[config.mk]
export PLATFORM = sky130hd
export DESIGN_NAME = gha_ctrl
export DESIGN_NICKNAME = d
export VERILOG_FILES = /design/src/hw/rtl/gha_pkg.sv /design/src/hw/rtl/gha_ctrl.sv
export SDC_FILE = /design/constraint.sdc
export NUM_CORES = 1
export LEC_CHECK = 0
export ABC_AREA = 0
export BUFFER_PORTS_ARGS = -buffer_cell sky130_fd_sc_hd__buf_2
export CORE_AREA = 2 2 39 41
export DETAILED_ROUTE_END_ITERATION = 10
export DIE_AREA = 0 0 41 43
export MAX_ROUTING_LAYER = met4
export PLACE_DENSITY_LB_ADDON = 0.1
export SLEW_MARGIN = 0
export SYNTH_ARGS = -nofsm -noshare
export SYNTH_HDL_FRONTEND = slang
export SYNTH_SLANG_ARGS = --single-unit
[constraint.sdc]
create_clock -name i_clk -period 1.34 [get_ports i_clk]
set_input_delay 0.268 -clock i_clk [delete_from_list [all_inputs] [get_ports i_clk]]
set_output_delay 0.268 -clock i_clk [all_outputs]
set_load 0.02 [all_outputs]
[src/hw/rtl/gha_pkg.sv]
// Package for the generational handle allocator.
// Holds the transfer structs, command and status codes, and the controller/datapath interface.
// No dependencies.
package gha_pkg;

    localparam int DEFAULT_SLOT_CAPACITY = 256;
    localparam int CFG_W                 = 9;
    localparam int INDEX_W               = 24;
    localparam int GEN_W                 = 8;
    localparam int STATUS_W              = 2;

    localparam logic [CFG_W-1:0]    MAX_SLOTS_RESET = 9'd256;
    localparam logic [INDEX_W-1:0]  INVALID_INDEX   = 24'hFFFFFF;
    localparam logic [GEN_W-1:0]    INVALID_GEN     = 8'hFF;

    localparam logic [STATUS_W-1:0] ST_OK   = 2'd0;
    localparam logic [STATUS_W-1:0] ST_MISS = 2'd1;
    localparam logic [STATUS_W-1:0] ST_FULL = 2'd2;

    typedef enum logic [1:0] {
        CMD_CREATE  = 2'd0,
        CMD_DESTROY = 2'd1,
        CMD_CHECK   = 2'd2
    } t_cmd;

    typedef struct packed {
        logic [1:0]         command;
        logic [INDEX_W-1:0] handle_index;
        logic [GEN_W-1:0]   handle_generation;
    } t_req;

    typedef struct packed {
        logic [INDEX_W-1:0]  result_index;
        logic [GEN_W-1:0]    result_generation;
        logic [STATUS_W-1:0] status;
    } t_rsp;

    // How the latched request proceeds after decode
    typedef enum logic [1:0] {
        PATH_DIRECT = 2'd0,
        PATH_QUEUE  = 2'd1,
        PATH_GEN    = 2'd2
    } t_path;

    typedef struct packed {
        logic clear_step;
        logic accept;
        logic finish_direct;
        logic q_rd;
        logic g_rd_req;
        logic g_rd_q;
        logic finish_gen;
    } t_ctl;

    typedef struct packed {
        logic  clear_last;
        t_path path;
    } t_sts;

endpackage

[src/hw/rtl/gha_ctrl.sv]
// Controller state machine for the generational handle allocator.
// Sequences clear pass, decode and memory waits; depends on gha_pkg.
module gha_ctrl (
    input  logic          i_clk,
    input  logic          i_rst_n,
    input  logic          i_start,
    input  gha_pkg::t_sts i_sts,
    output gha_pkg::t_ctl o_ctl,
    output logic          o_busy
);

    typedef enum logic [4:0] {
        S_CLEAR  = 5'b00001,
        S_IDLE   = 5'b00010,
        S_DECODE = 5'b00100,
        S_QWAIT  = 5'b01000,
        S_GWAIT  = 5'b10000
    } t_state;

    t_state r_state;
    t_state n_state;

    always_ff @(posedge i_clk) begin
        if (!i_rst_n) begin
            r_state <= S_CLEAR;
        end else begin
            r_state <= n_state;
        end
    end

    always_comb begin
        n_state = r_state;
        o_ctl   = '0;
        unique case (r_state)
            S_CLEAR: begin
                o_ctl.clear_step = 1'b1;
                if (i_sts.clear_last) begin
                    n_state = S_IDLE;
                end
            end
            S_IDLE: begin
                if (i_start) begin
                    o_ctl.accept = 1'b1;
                    n_state      = S_DECODE;
                end
            end
            S_DECODE: begin
                unique case (i_sts.path)
                    gha_pkg::PATH_QUEUE: begin
                        o_ctl.q_rd = 1'b1;
                        n_state    = S_QWAIT;
                    end
                    gha_pkg::PATH_GEN: begin
                        o_ctl.g_rd_req = 1'b1;
                        n_state        = S_GWAIT;
                    end
                    default: begin
                        o_ctl.finish_direct = 1'b1;
                        n_state             = S_IDLE;
                    end
                endcase
            end
            S_QWAIT: begin
                // queue data is out; fetch the generation of that slot
                o_ctl.g_rd_q = 1'b1;
                n_state      = S_GWAIT;
            end
            S_GWAIT: begin
                o_ctl.finish_gen = 1'b1;
                n_state          = S_IDLE;
            end
            default: begin
                n_state = S_CLEAR;
            end
        endcase
    end

    assign o_busy = (r_state != S_IDLE);

endmodule

==> impl_metrics.json, run 1 <==
{
  "die_h_um": 43,
  "cts_buffers": 3,
  "synth_warnings": 0,
  "hold_end": "r_state[2]",
  "placementRows": 14,
  "slew_headroom": 0.7716,
  "grtUsageTotal": 0.1367,
  "via_per_inst": 4.651,
  "wirelength_um": 926,
  "status": "finished with violations",
  "ant_nets": 0,
  "clock_sinks": 5,
  "synth_nets": 53,
  "critical_path.max_fanout": 5,
  "syn_area_per_cell_um2": 8.758,
  "holdBufCountCts": 0,
  "layout-drive-gt1-share": 0.6857,
  "antenna_found_initial": 0,
  "slowest_stage": "or3b_4",
  "endpoint_kind": "output port",
  "start_util": 0.2785,
  "worstRegToRegCells": 4,
  "arrival_ns": 1.25,
  "setup_slack_ns": -0.1802,
  "die_w_um": 41,
  "io_pins": 14,
  "port_buffers": 13,
  "period_needed_ns": 1.520,
  "tightest_slew_ns": 0.3414,
  "cts_buffer_depth": 2,
  "drt-pass1-iter-count": 3,
  "min_from": "i_start",
  "clk_latency_ns": 0.24,
  "fin_crit_sh": 1.134,
  "critPathKind": "reg2out",
  "regMostFlops": "r_state",
  "syn_inst": 44,
  "cts_root_buf": "clkbuf_4",
  "fin_skew_ns": 0.0009012,
  "syn2layout_area_growth_pct": 73.05,
  "hold_viol": 0,
  "violations": "negative setup slack",
  "hpwlAfterDp_um": 671.1,
  "final-setup-viol-count": 12,
  "avgRoutedWirePerCell_um": 10.77,
  "overflow": 0,
  "syn_area_um2": 385.4,
  "drt_iter0_markers": 1,
  "start_kind": "flip-flop",
  "nNetsFinal": 80,
  "ys_seq_elements": 5,
  "grt_first_pass_wirelength_um": 1552,
  "fmax_mhz": 657.8,
  "num_antenna_cells": 0,
  "min_path_cells": 2,
  "drv_slew": 0,
  "p_leak_nw": 0.3174,
  "cts_max_level": 1,
  "vias": 400,
  "largest_reg_flops": 5,
  "r2r-end": "r_state[4]",
  "layout_common_cells": "buf_4, buf_6, buf_2",
  "synth_cell_types": 24,
  "grt_max_degree": 6,
  "r2r-start": "r_state[3]",
  "rsz0062_at_grt": "true",
  "grt_pass1_vias": 409,
  "drc": 0,
  "maxCapViolCount": 0,
  "crit_chain": "or3b_4 > nor3_2 > buf_4",
  "dp_cells": 75,
  "critical-path-max-stage-delay_ns": 0.41,
  "cts_tree": "done",
  "ir_drop_uv": 311.3,
  "coreArea_um2": 1384,
  "gp_congestion": 0.6693,
  "ys_seq_area_frac": 0.2597,
  "power_density_nw_per_um2": 967.7,
  "cp.required_ns": 1.07,
  "die_area_um2": 1763,
  "clk_pin_slew_ns": 0.04,
  "hold_class": "in2reg",
  "reg.largest.list": "r_state x5",
  "total_power_w": 0.0006453,
  "stdcell_count": 86,
  "reg2reg_slack_ns": -0.07,
  "final_common_cell": "buf_4"
}
-- power by group --
part           switching (W)  internal (W)  total [W]
Combinational       0.000125      0.000167   0.000292
Clock              0.0000560      0.000112   0.000168
Sequential         0.0000170      0.000168   0.000185
Total               0.000198      0.000448   0.000645
-- worst max path at each step --
stage                          start  endpoint  slack [ns]  cells after the start
after global placement    r_state[2]  o_ctl[5]      -0.005                      4
after floorplan           r_state[1]  o_ctl[3]       -0.03                      5
after CTS                 r_state[3]  o_ctl[6]       -0.18                      3
after detailed placement  r_state[0]  o_ctl[6]       0.004                      3
after global routing      r_state[3]  o_ctl[6]       -0.23                      3
final                     r_state[3]  o_ctl[6]       -0.18                      3
-- through the flow --
step,util,worst slack (ns),hold WS [ns],instance area [µm²],TNS (ns)
global route,0.4819,-0.2305,0.2928,666.9,-1.688
floorplan,-,-0.02655,0.3932,390.4,-0.07258
detailed placement,0.3544,0.004335,0.5295,490.5,0
CTS,0.4620,-0.1801,0.2833,639.4,-1.051
finish,0.4819,-0.1802,0.2909,666.9,-0.9569
global placement,0.3544,-0.004644,0.5326,490.5,-0.004644
-- kinds of logic after synthesis --
group,synth area share
adders and majority gates,0.09741
and+or+nand+nor,0.3247
xor gates and xnor gates,0.04546
buffers and inverters,0.1071
AOI/OAI and AO/OA,0.1656
DFF,0.2598
-- synthesized netlist by cell type --
cell / number / area share
a21oi_1: 1 / 0.013
or4_1: 1 / 0.019
o21ai_0: 2 / 0.026
a31oi_1: 1 / 0.016
nor3_1: 2 / 0.026
nor3b_1: 1 / 0.019
a21o_1: 1 / 0.019
nand4b_1: 1 / 0.023
xnor2_1: 1 / 0.023
and2_1: 2 / 0.032
and2b_2: 1 / 0.023
inv_1: 5 / 0.049
nor2_1: 3 / 0.029
ha_1: 3 / 0.097
nand3_1: 2 / 0.026
o41ai_4: 1 / 0.071
or3b_4: 1 / 0.029
nor2b_1: 1 / 0.016
xor2_1: 1 / 0.023
o211ai_1: 1 / 0.019
dfxtp_1: 5 / 0.26
and3_1: 3 / 0.049
buf_4: 3 / 0.058
and4bb_2: 1 / 0.032
-- layer usage --
| metal | vias up | global-route usage | routed length [µm] | share of wire |
|---|---|---|---|---|
| met4 | 0 | 0.1000 | 11 | 0.012 |
| met3 | 2 | 0.03141 | 43 | 0.046 |
| met5 | - | - | 0 | 0 |
| met2 | 8 | 0.2156 | 480 | 0.52 |
| met1 | 188 | 0.1378 | 390 | 0.42 |
| li1 | 202 | - | - | - |
-- critical path: cells and delay by family (launching register included) --
family | cells | cell delay (ns)
AND/OR/NAND/NOR | 2 | 0.52
flip-flops | 1 | 0.34
buffers and inverters | 1 | 0.16
-- repair_timing --
| item | 4_1_cts | 5_1_grt |
|---|---|---|
| setup buffers | 6 | 1 |
| setup endpoints to repair | 8 | 12 |
| gates resized for setup | 26 | 6 |
| pin swaps | 7 | 1 |
-- area by class of cell --
class / instances / area (µm²)
inverter: 5 / 18.77
timing repair buffer: 25 / 198.9
tap: 16 / 20.02
clock buffer: 4 / 26.28
multi-input combinational: 31 / 294.0
fill: 146 / 716.9
sequential: 5 / 108.9
No activity file was read; power rests on OpenSTA's default activity.
==> inputs of run 2 (changes only) <==
==> constraint.sdc (replaced) <==
create_clock -name i_clk -period 1.3 [get_ports i_clk]
set_input_delay 0.26 -clock i_clk [delete_from_list [all_inputs] [get_ports i_clk]]
set_output_delay 0.26 -clock i_clk [all_outputs]
set_load 0.02 [all_outputs]
==> impl_metrics.json, run 2 (synthesized netlist as in run 1, its figures left out) <==
{
  "start_util": 0.2785,
  "period_needed_ns": 1.495,
  "critical_path.max_fanout": 5,
  "arrival_ns": 1.23,
  "cts_buffer_depth": 2,
  "overflow": 0,
  "grt_max_degree": 7,
  "fin_skew_ns": 0.0007042,
  "regMostFlops": "r_state",
  "wirelength_um": 973,
  "start_kind": "flip-flop",
  "largest_reg_flops": 5,
  "endpoint_kind": "output port",
  "layout-drive-gt1-share": 0.6667,
  "die_area_um2": 1763,
  "vias": 414,
  "avgRoutedWirePerCell_um": 11.45,
  "layout_common_cells": "buf_4, buf_2, buf_6",
  "drt-pass1-iter-count": 4,
  "cts_root_buf": "clkbuf_4",
  "swShare": 0.3103,
  "hpwlAfterDp_um": 713.1,
  "tightest_slew_ns": 0.3425,
  "cts_buffers": 3,
  "cts_tree": "done",
  "final_common_cell": "buf_4",
  "gp_congestion": 0.6323,
  "io_pins": 14,
  "grt_first_pass_wirelength_um": 1497,
  "coreArea_um2": 1384,
  "drv_slew": 0,
  "antenna_found_initial": 0,
  "clock_sinks": 5,
  "maxCapViolCount": 0,
  "via_per_inst": 4.871,
  "num_antenna_cells": 0,
  "n_fill_cell": 152,
  "switching_power_w": 0.0001962,
  "whs_ns": 0.2824,
  "power_density_nw_per_um2": 977.2,
  "cp.required_ns": 1.04,
  "pwr-share-clk": 0.277,
  "final-setup-viol-count": 12,
  "port_buffers": 13,
  "fmax_mhz": 669.1,
  "ant_nets": 0,
  "die_w_um": 41,
  "clk_latency_ns": 0.24,
  "clk_pin_slew_ns": 0.04,
  "min_path_cells": 3,
  "grtUsageTotal": 0.1349,
  "fin_crit_sh": 1.150,
  "violations": "negative setup slack",
  "fin_util": 0.4675,
  "die_h_um": 43,
  "rsz0062_at_grt": "true",
  "critPathKind": "reg2out",
  "p_int_w": 0.0004360,
  "p_leak_nw": 0.3134,
  "cts_max_level": 1,
  "placementRows": 14,
  "grt_pass1_vias": 394,
  "syn2layout_area_growth_pct": 67.86,
  "seqPwrFrac": 0.308,
  "worstRegToRegCells": 4,
  "drt_iter0_markers": 4,
  "combPwrFrac": 0.415,
  "hold_class": "in2reg",
  "setup_slack_ns": -0.1946,
  "slew_headroom": 0.7709,
  "nNetsFinal": 79,
  "drc": 0,
  "status": "finished with violations",
  "reg.largest.list": "r_state x5",
  "hold_viol": 0,
  "ir_drop_uv": 372.0
}
## run 2: changes by cell type in the layout (fill, tap and decap cells not counted)
cell and delta:
nor2_4 -1, and3_4 -1, nor2_1 +1, and3_1 +1
nor2b_1 -1, nor2b_2 +1, buf_4 -2, buf_2 +1
## run 2: final cells by class
type | count | area [µm²] | share of cell area
sequential | 5 | 108.9 | 0.1683
timing repair buffer | 24 | 188.9 | 0.2921
clock buffer | 4 | 26.28 | 0.04062
inverter | 5 | 18.77 | 0.02901
multi-input combinational | 31 | 284.0 | 0.4391
tap | 16 | 20.02 | 0.03095
## run 2: worst max-delay path, stage by stage (launching register included)
cell and delay [ns]:
dfxtp_2 0.35, or3b_4 0.39, nor3_2 0.10, buf_4 0.16
## run 2: final timing paths
check                    end       start  slack (ns)
setup / recovery    o_ctl[6]  r_state[0]       -0.19
hold / removal    r_state[1]     i_rst_n        0.28
setup reg to reg  r_state[4]  r_state[0]       -0.09
hold reg to reg   r_state[1]  r_state[3]        0.58
## run 2: routing by layer
layer  up-vias  global-route usage  wire length (µm)
met5         -                   -                 0
met4         0              0.1200                20
met3         4             0.03141                57
met2        12              0.2031               515
met1       193              0.1355               378
li1        205                   -                 -
## run 2: per-stage QoR
step	power (W)	setup TNS [ns]	cell area [µm²]	worst slack [ns]	std cells
2_1_floorplan	0.0003279	-0.2191	390.4	-0.05855	44
3_3_place_gp	0.0004102	-0.03236	505.5	-0.02257	77
3_5_place_dp	0.0004073	-0.02061	505.5	-0.01516	77
4_1_cts	0.0006256	-1.570	621.8	-0.2187	84
5_1_grt	0.0006771	-2.047	646.9	-0.2660	85
6_report	0.0006322	-1.370	646.9	-0.1946	85
## run 2: power by group through the flow
stage	Sequential (W)	Combinational, W	Clock [W]
after floorplan	0.000182	0.000146	0
after global placement	0.000189	0.000221	0
after detailed placement	0.000190	0.000218	0
after CTS	0.000192	0.000248	0.000186
after global routing	0.000197	0.000286	0.000194
final	0.000195	0.000262	0.000175
## run 2: what timing repair did
action,in CTS,in global routing
hold buffers,0,0
pin swaps,2,1
setup endpoints to repair,9,12
gates resized for setup,25,4
setup buffers,3,1
==> inputs of run 3 (changes only) <==
--- a/config.mk
+++ b/config.mk
@@ -7,11 +7,12 @@
 export LEC_CHECK = 0
 export ABC_AREA = 0
 export BUFFER_PORTS_ARGS = -buffer_cell sky130_fd_sc_hd__buf_2
-export CORE_AREA = 2 2 39 41
+export CORE_AREA = 10 10 47 49
 export DETAILED_ROUTE_END_ITERATION = 10
-export DIE_AREA = 0 0 41 43
+export DIE_AREA = 0 0 57 59
 export MAX_ROUTING_LAYER = met4
 export PLACE_DENSITY_LB_ADDON = 0.1
+export SKIP_CTS_REPAIR_TIMING = 1
 export SLEW_MARGIN = 0
 export SYNTH_ARGS = -nofsm -noshare
 export SYNTH_HDL_FRONTEND = slang
==> impl_metrics.json, run 3 (synthesized netlist as in run 1, its figures left out) <==
{
  "rsz0062_at_grt": "true",
  "clock_sinks": 5,
  "fin_crit_sh": 1.165,
  "status": "finished with violations",
  "p_leak_nw": 0.3044,
  "grt_use_met1": 0.07109,
  "vias": 377,
  "grt_first_pass_wirelength_um": 1656,
  "clk_latency_ns": 0.24,
  "setup_slack_ns": -0.2140,
  "n_fill_cell": 149,
  "avgRoutedWirePerCell_um": 11.69,
  "grt_pass1_vias": 373,
  "critical_path.max_fanout": 4,
  "cts_buffer_depth": 2,
  "overflow": 0,
  "die_h_um": 59,
  "fin_util": 0.4393,
  "cts_root_buf": "clkbuf_4",
  "hold_viol": 0,
  "violations": "negative setup slack",
  "die_area_um2": 3363,
  "cp.required_ns": 1.04,
  "hold_class": "in2reg",
  "gr-usage-met3": 0.02575,
  "slowest_stage": "or3b_4",
  "cts_max_level": 1,
  "critical-path-max-stage-delay_ns": 0.39,
  "pre_cts_ws_ns": -0.01040,
  "tightest_slew_ns": 0.3615,
  "start_util": 0.2750,
  "fin_skew_ns": 0.003030,
  "clk_pin_slew_ns": 0.05,
  "ir_drop_uv": 641.2,
  "drt_iter0_markers": 0,
  "critPathKind": "reg2out",
  "start_kind": "flip-flop",
  "nNetsFinal": 77,
  "power_density_nw_per_um2": 1015,
  "antenna_found_initial": 0,
  "port_buffers": 13,
  "regArea_um2": 106.4,
  "busiest_layer": "met2",
  "maxCapViolCount": 0,
  "multi_input_area_um2": 281.5,
  "reg.largest.list": "r_state x5",
  "drc": 0,
  "use_met2": 0.08837,
  "grtUsageTotal": 0.06525,
  "layout-drive-gt1-share": 0.6418,
  "die_w_um": 57,
  "io_pins": 14,
  "endpoint_kind": "output port",
  "coreArea_um2": 1401,
  "largest_reg_flops": 5,
  "final_common_cell": "buf_4",
  "via_per_inst": 4.542,
  "cts_buffers": 3,
  "final-setup-viol-count": 12,
  "slew_headroom": 0.7581,
  "drt-pass1-iter-count": 1,
  "arrival_ns": 1.25,
  "hpwlAfterDp_um": 786.1,
  "gp_congestion": 0.7604,
  "regMostFlops": "r_state",
  "crit_chain": "or3b_4 > nor3_2 > buf_4",
  "grt_max_degree": 7,
  "fmax_mhz": 660.5,
  "num_antenna_cells": 0,
  "period_needed_ns": 1.514,
  "ant_nets": 0,
  "syn2layout_area_growth_pct": 59.74,
  "placementRows": 14,
  "wirelength_um": 970,
  "drv_slew": 0,
  "layout_common_cells": "buf_4, buf_2, dfxtp_2",
  "cts_tree": "done"
}
[run 3: stage by stage]
| stage | power (W) | std cells | setup TNS [ns] | instance area (µm²) | hold slack [ns] |
|---|---|---|---|---|---|
| 4_1_cts | 0.0006015 | 82 | -1.873 | 539.3 | 0.2566 |
| 6_report | 0.0006249 | 83 | -1.518 | 615.6 | 0.2632 |
| 3_5_place_dp | 0.0004104 | 78 | -0.01040 | 513.0 | 0.5140 |
| 3_3_place_gp | 0.0004122 | 78 | -0.03627 | 513.0 | 0.5177 |
| 2_1_floorplan | 0.0003279 | 44 | -0.2191 | 390.4 | 0.3852 |
| 5_1_grt | 0.0006679 | 83 | -2.255 | 615.6 | 0.2680 |
[run 3: power by group]
part	switching [W]	internal, W
Clock	0.0000709	0.000117
Combinational	0.000116	0.000133
Sequential	0.0000169	0.000172
Total	0.000204	0.000421
[run 3: worst max-delay path, delay by kind of cell (launching register included)]
| family | cells | cell delay (ns) |
|---|---|---|
| simple gates | 2 | 0.50 |
| flops | 1 | 0.35 |
| buf+inv | 1 | 0.16 |
[run 3: cell type report]
| type | instances | share of cell area |
|---|---|---|
| Clock buffer | 4 | 0.04268 |
| Inverter | 5 | 0.03049 |
| Multi-Input combinational cell | 31 | 0.4573 |
| Sequential cell | 5 | 0.1728 |
| Tap cell | 16 | 0.03252 |
| Timing Repair Buffer | 22 | 0.2642 |
[run 3: path summary, 6_finish.rpt]
kind                    from         end  slack (ns)  depth (start not counted)
setup / recovery  r_state[0]    o_ctl[6]       -0.21                          3
hold / removal       i_start  r_state[2]        0.26                          2
setup reg to reg  r_state[0]  r_state[4]       -0.10                          4
hold reg to reg   r_state[3]  r_state[1]        0.61                          2
[run 3: per-layer routing]
metal / share of wire / vias to the layer above
li1: - / 198
met1: 0.48 / 172
met2: 0.48 / 5
met3: 0.036 / 2
met4: 0.0093 / 0
met5: 0 / -
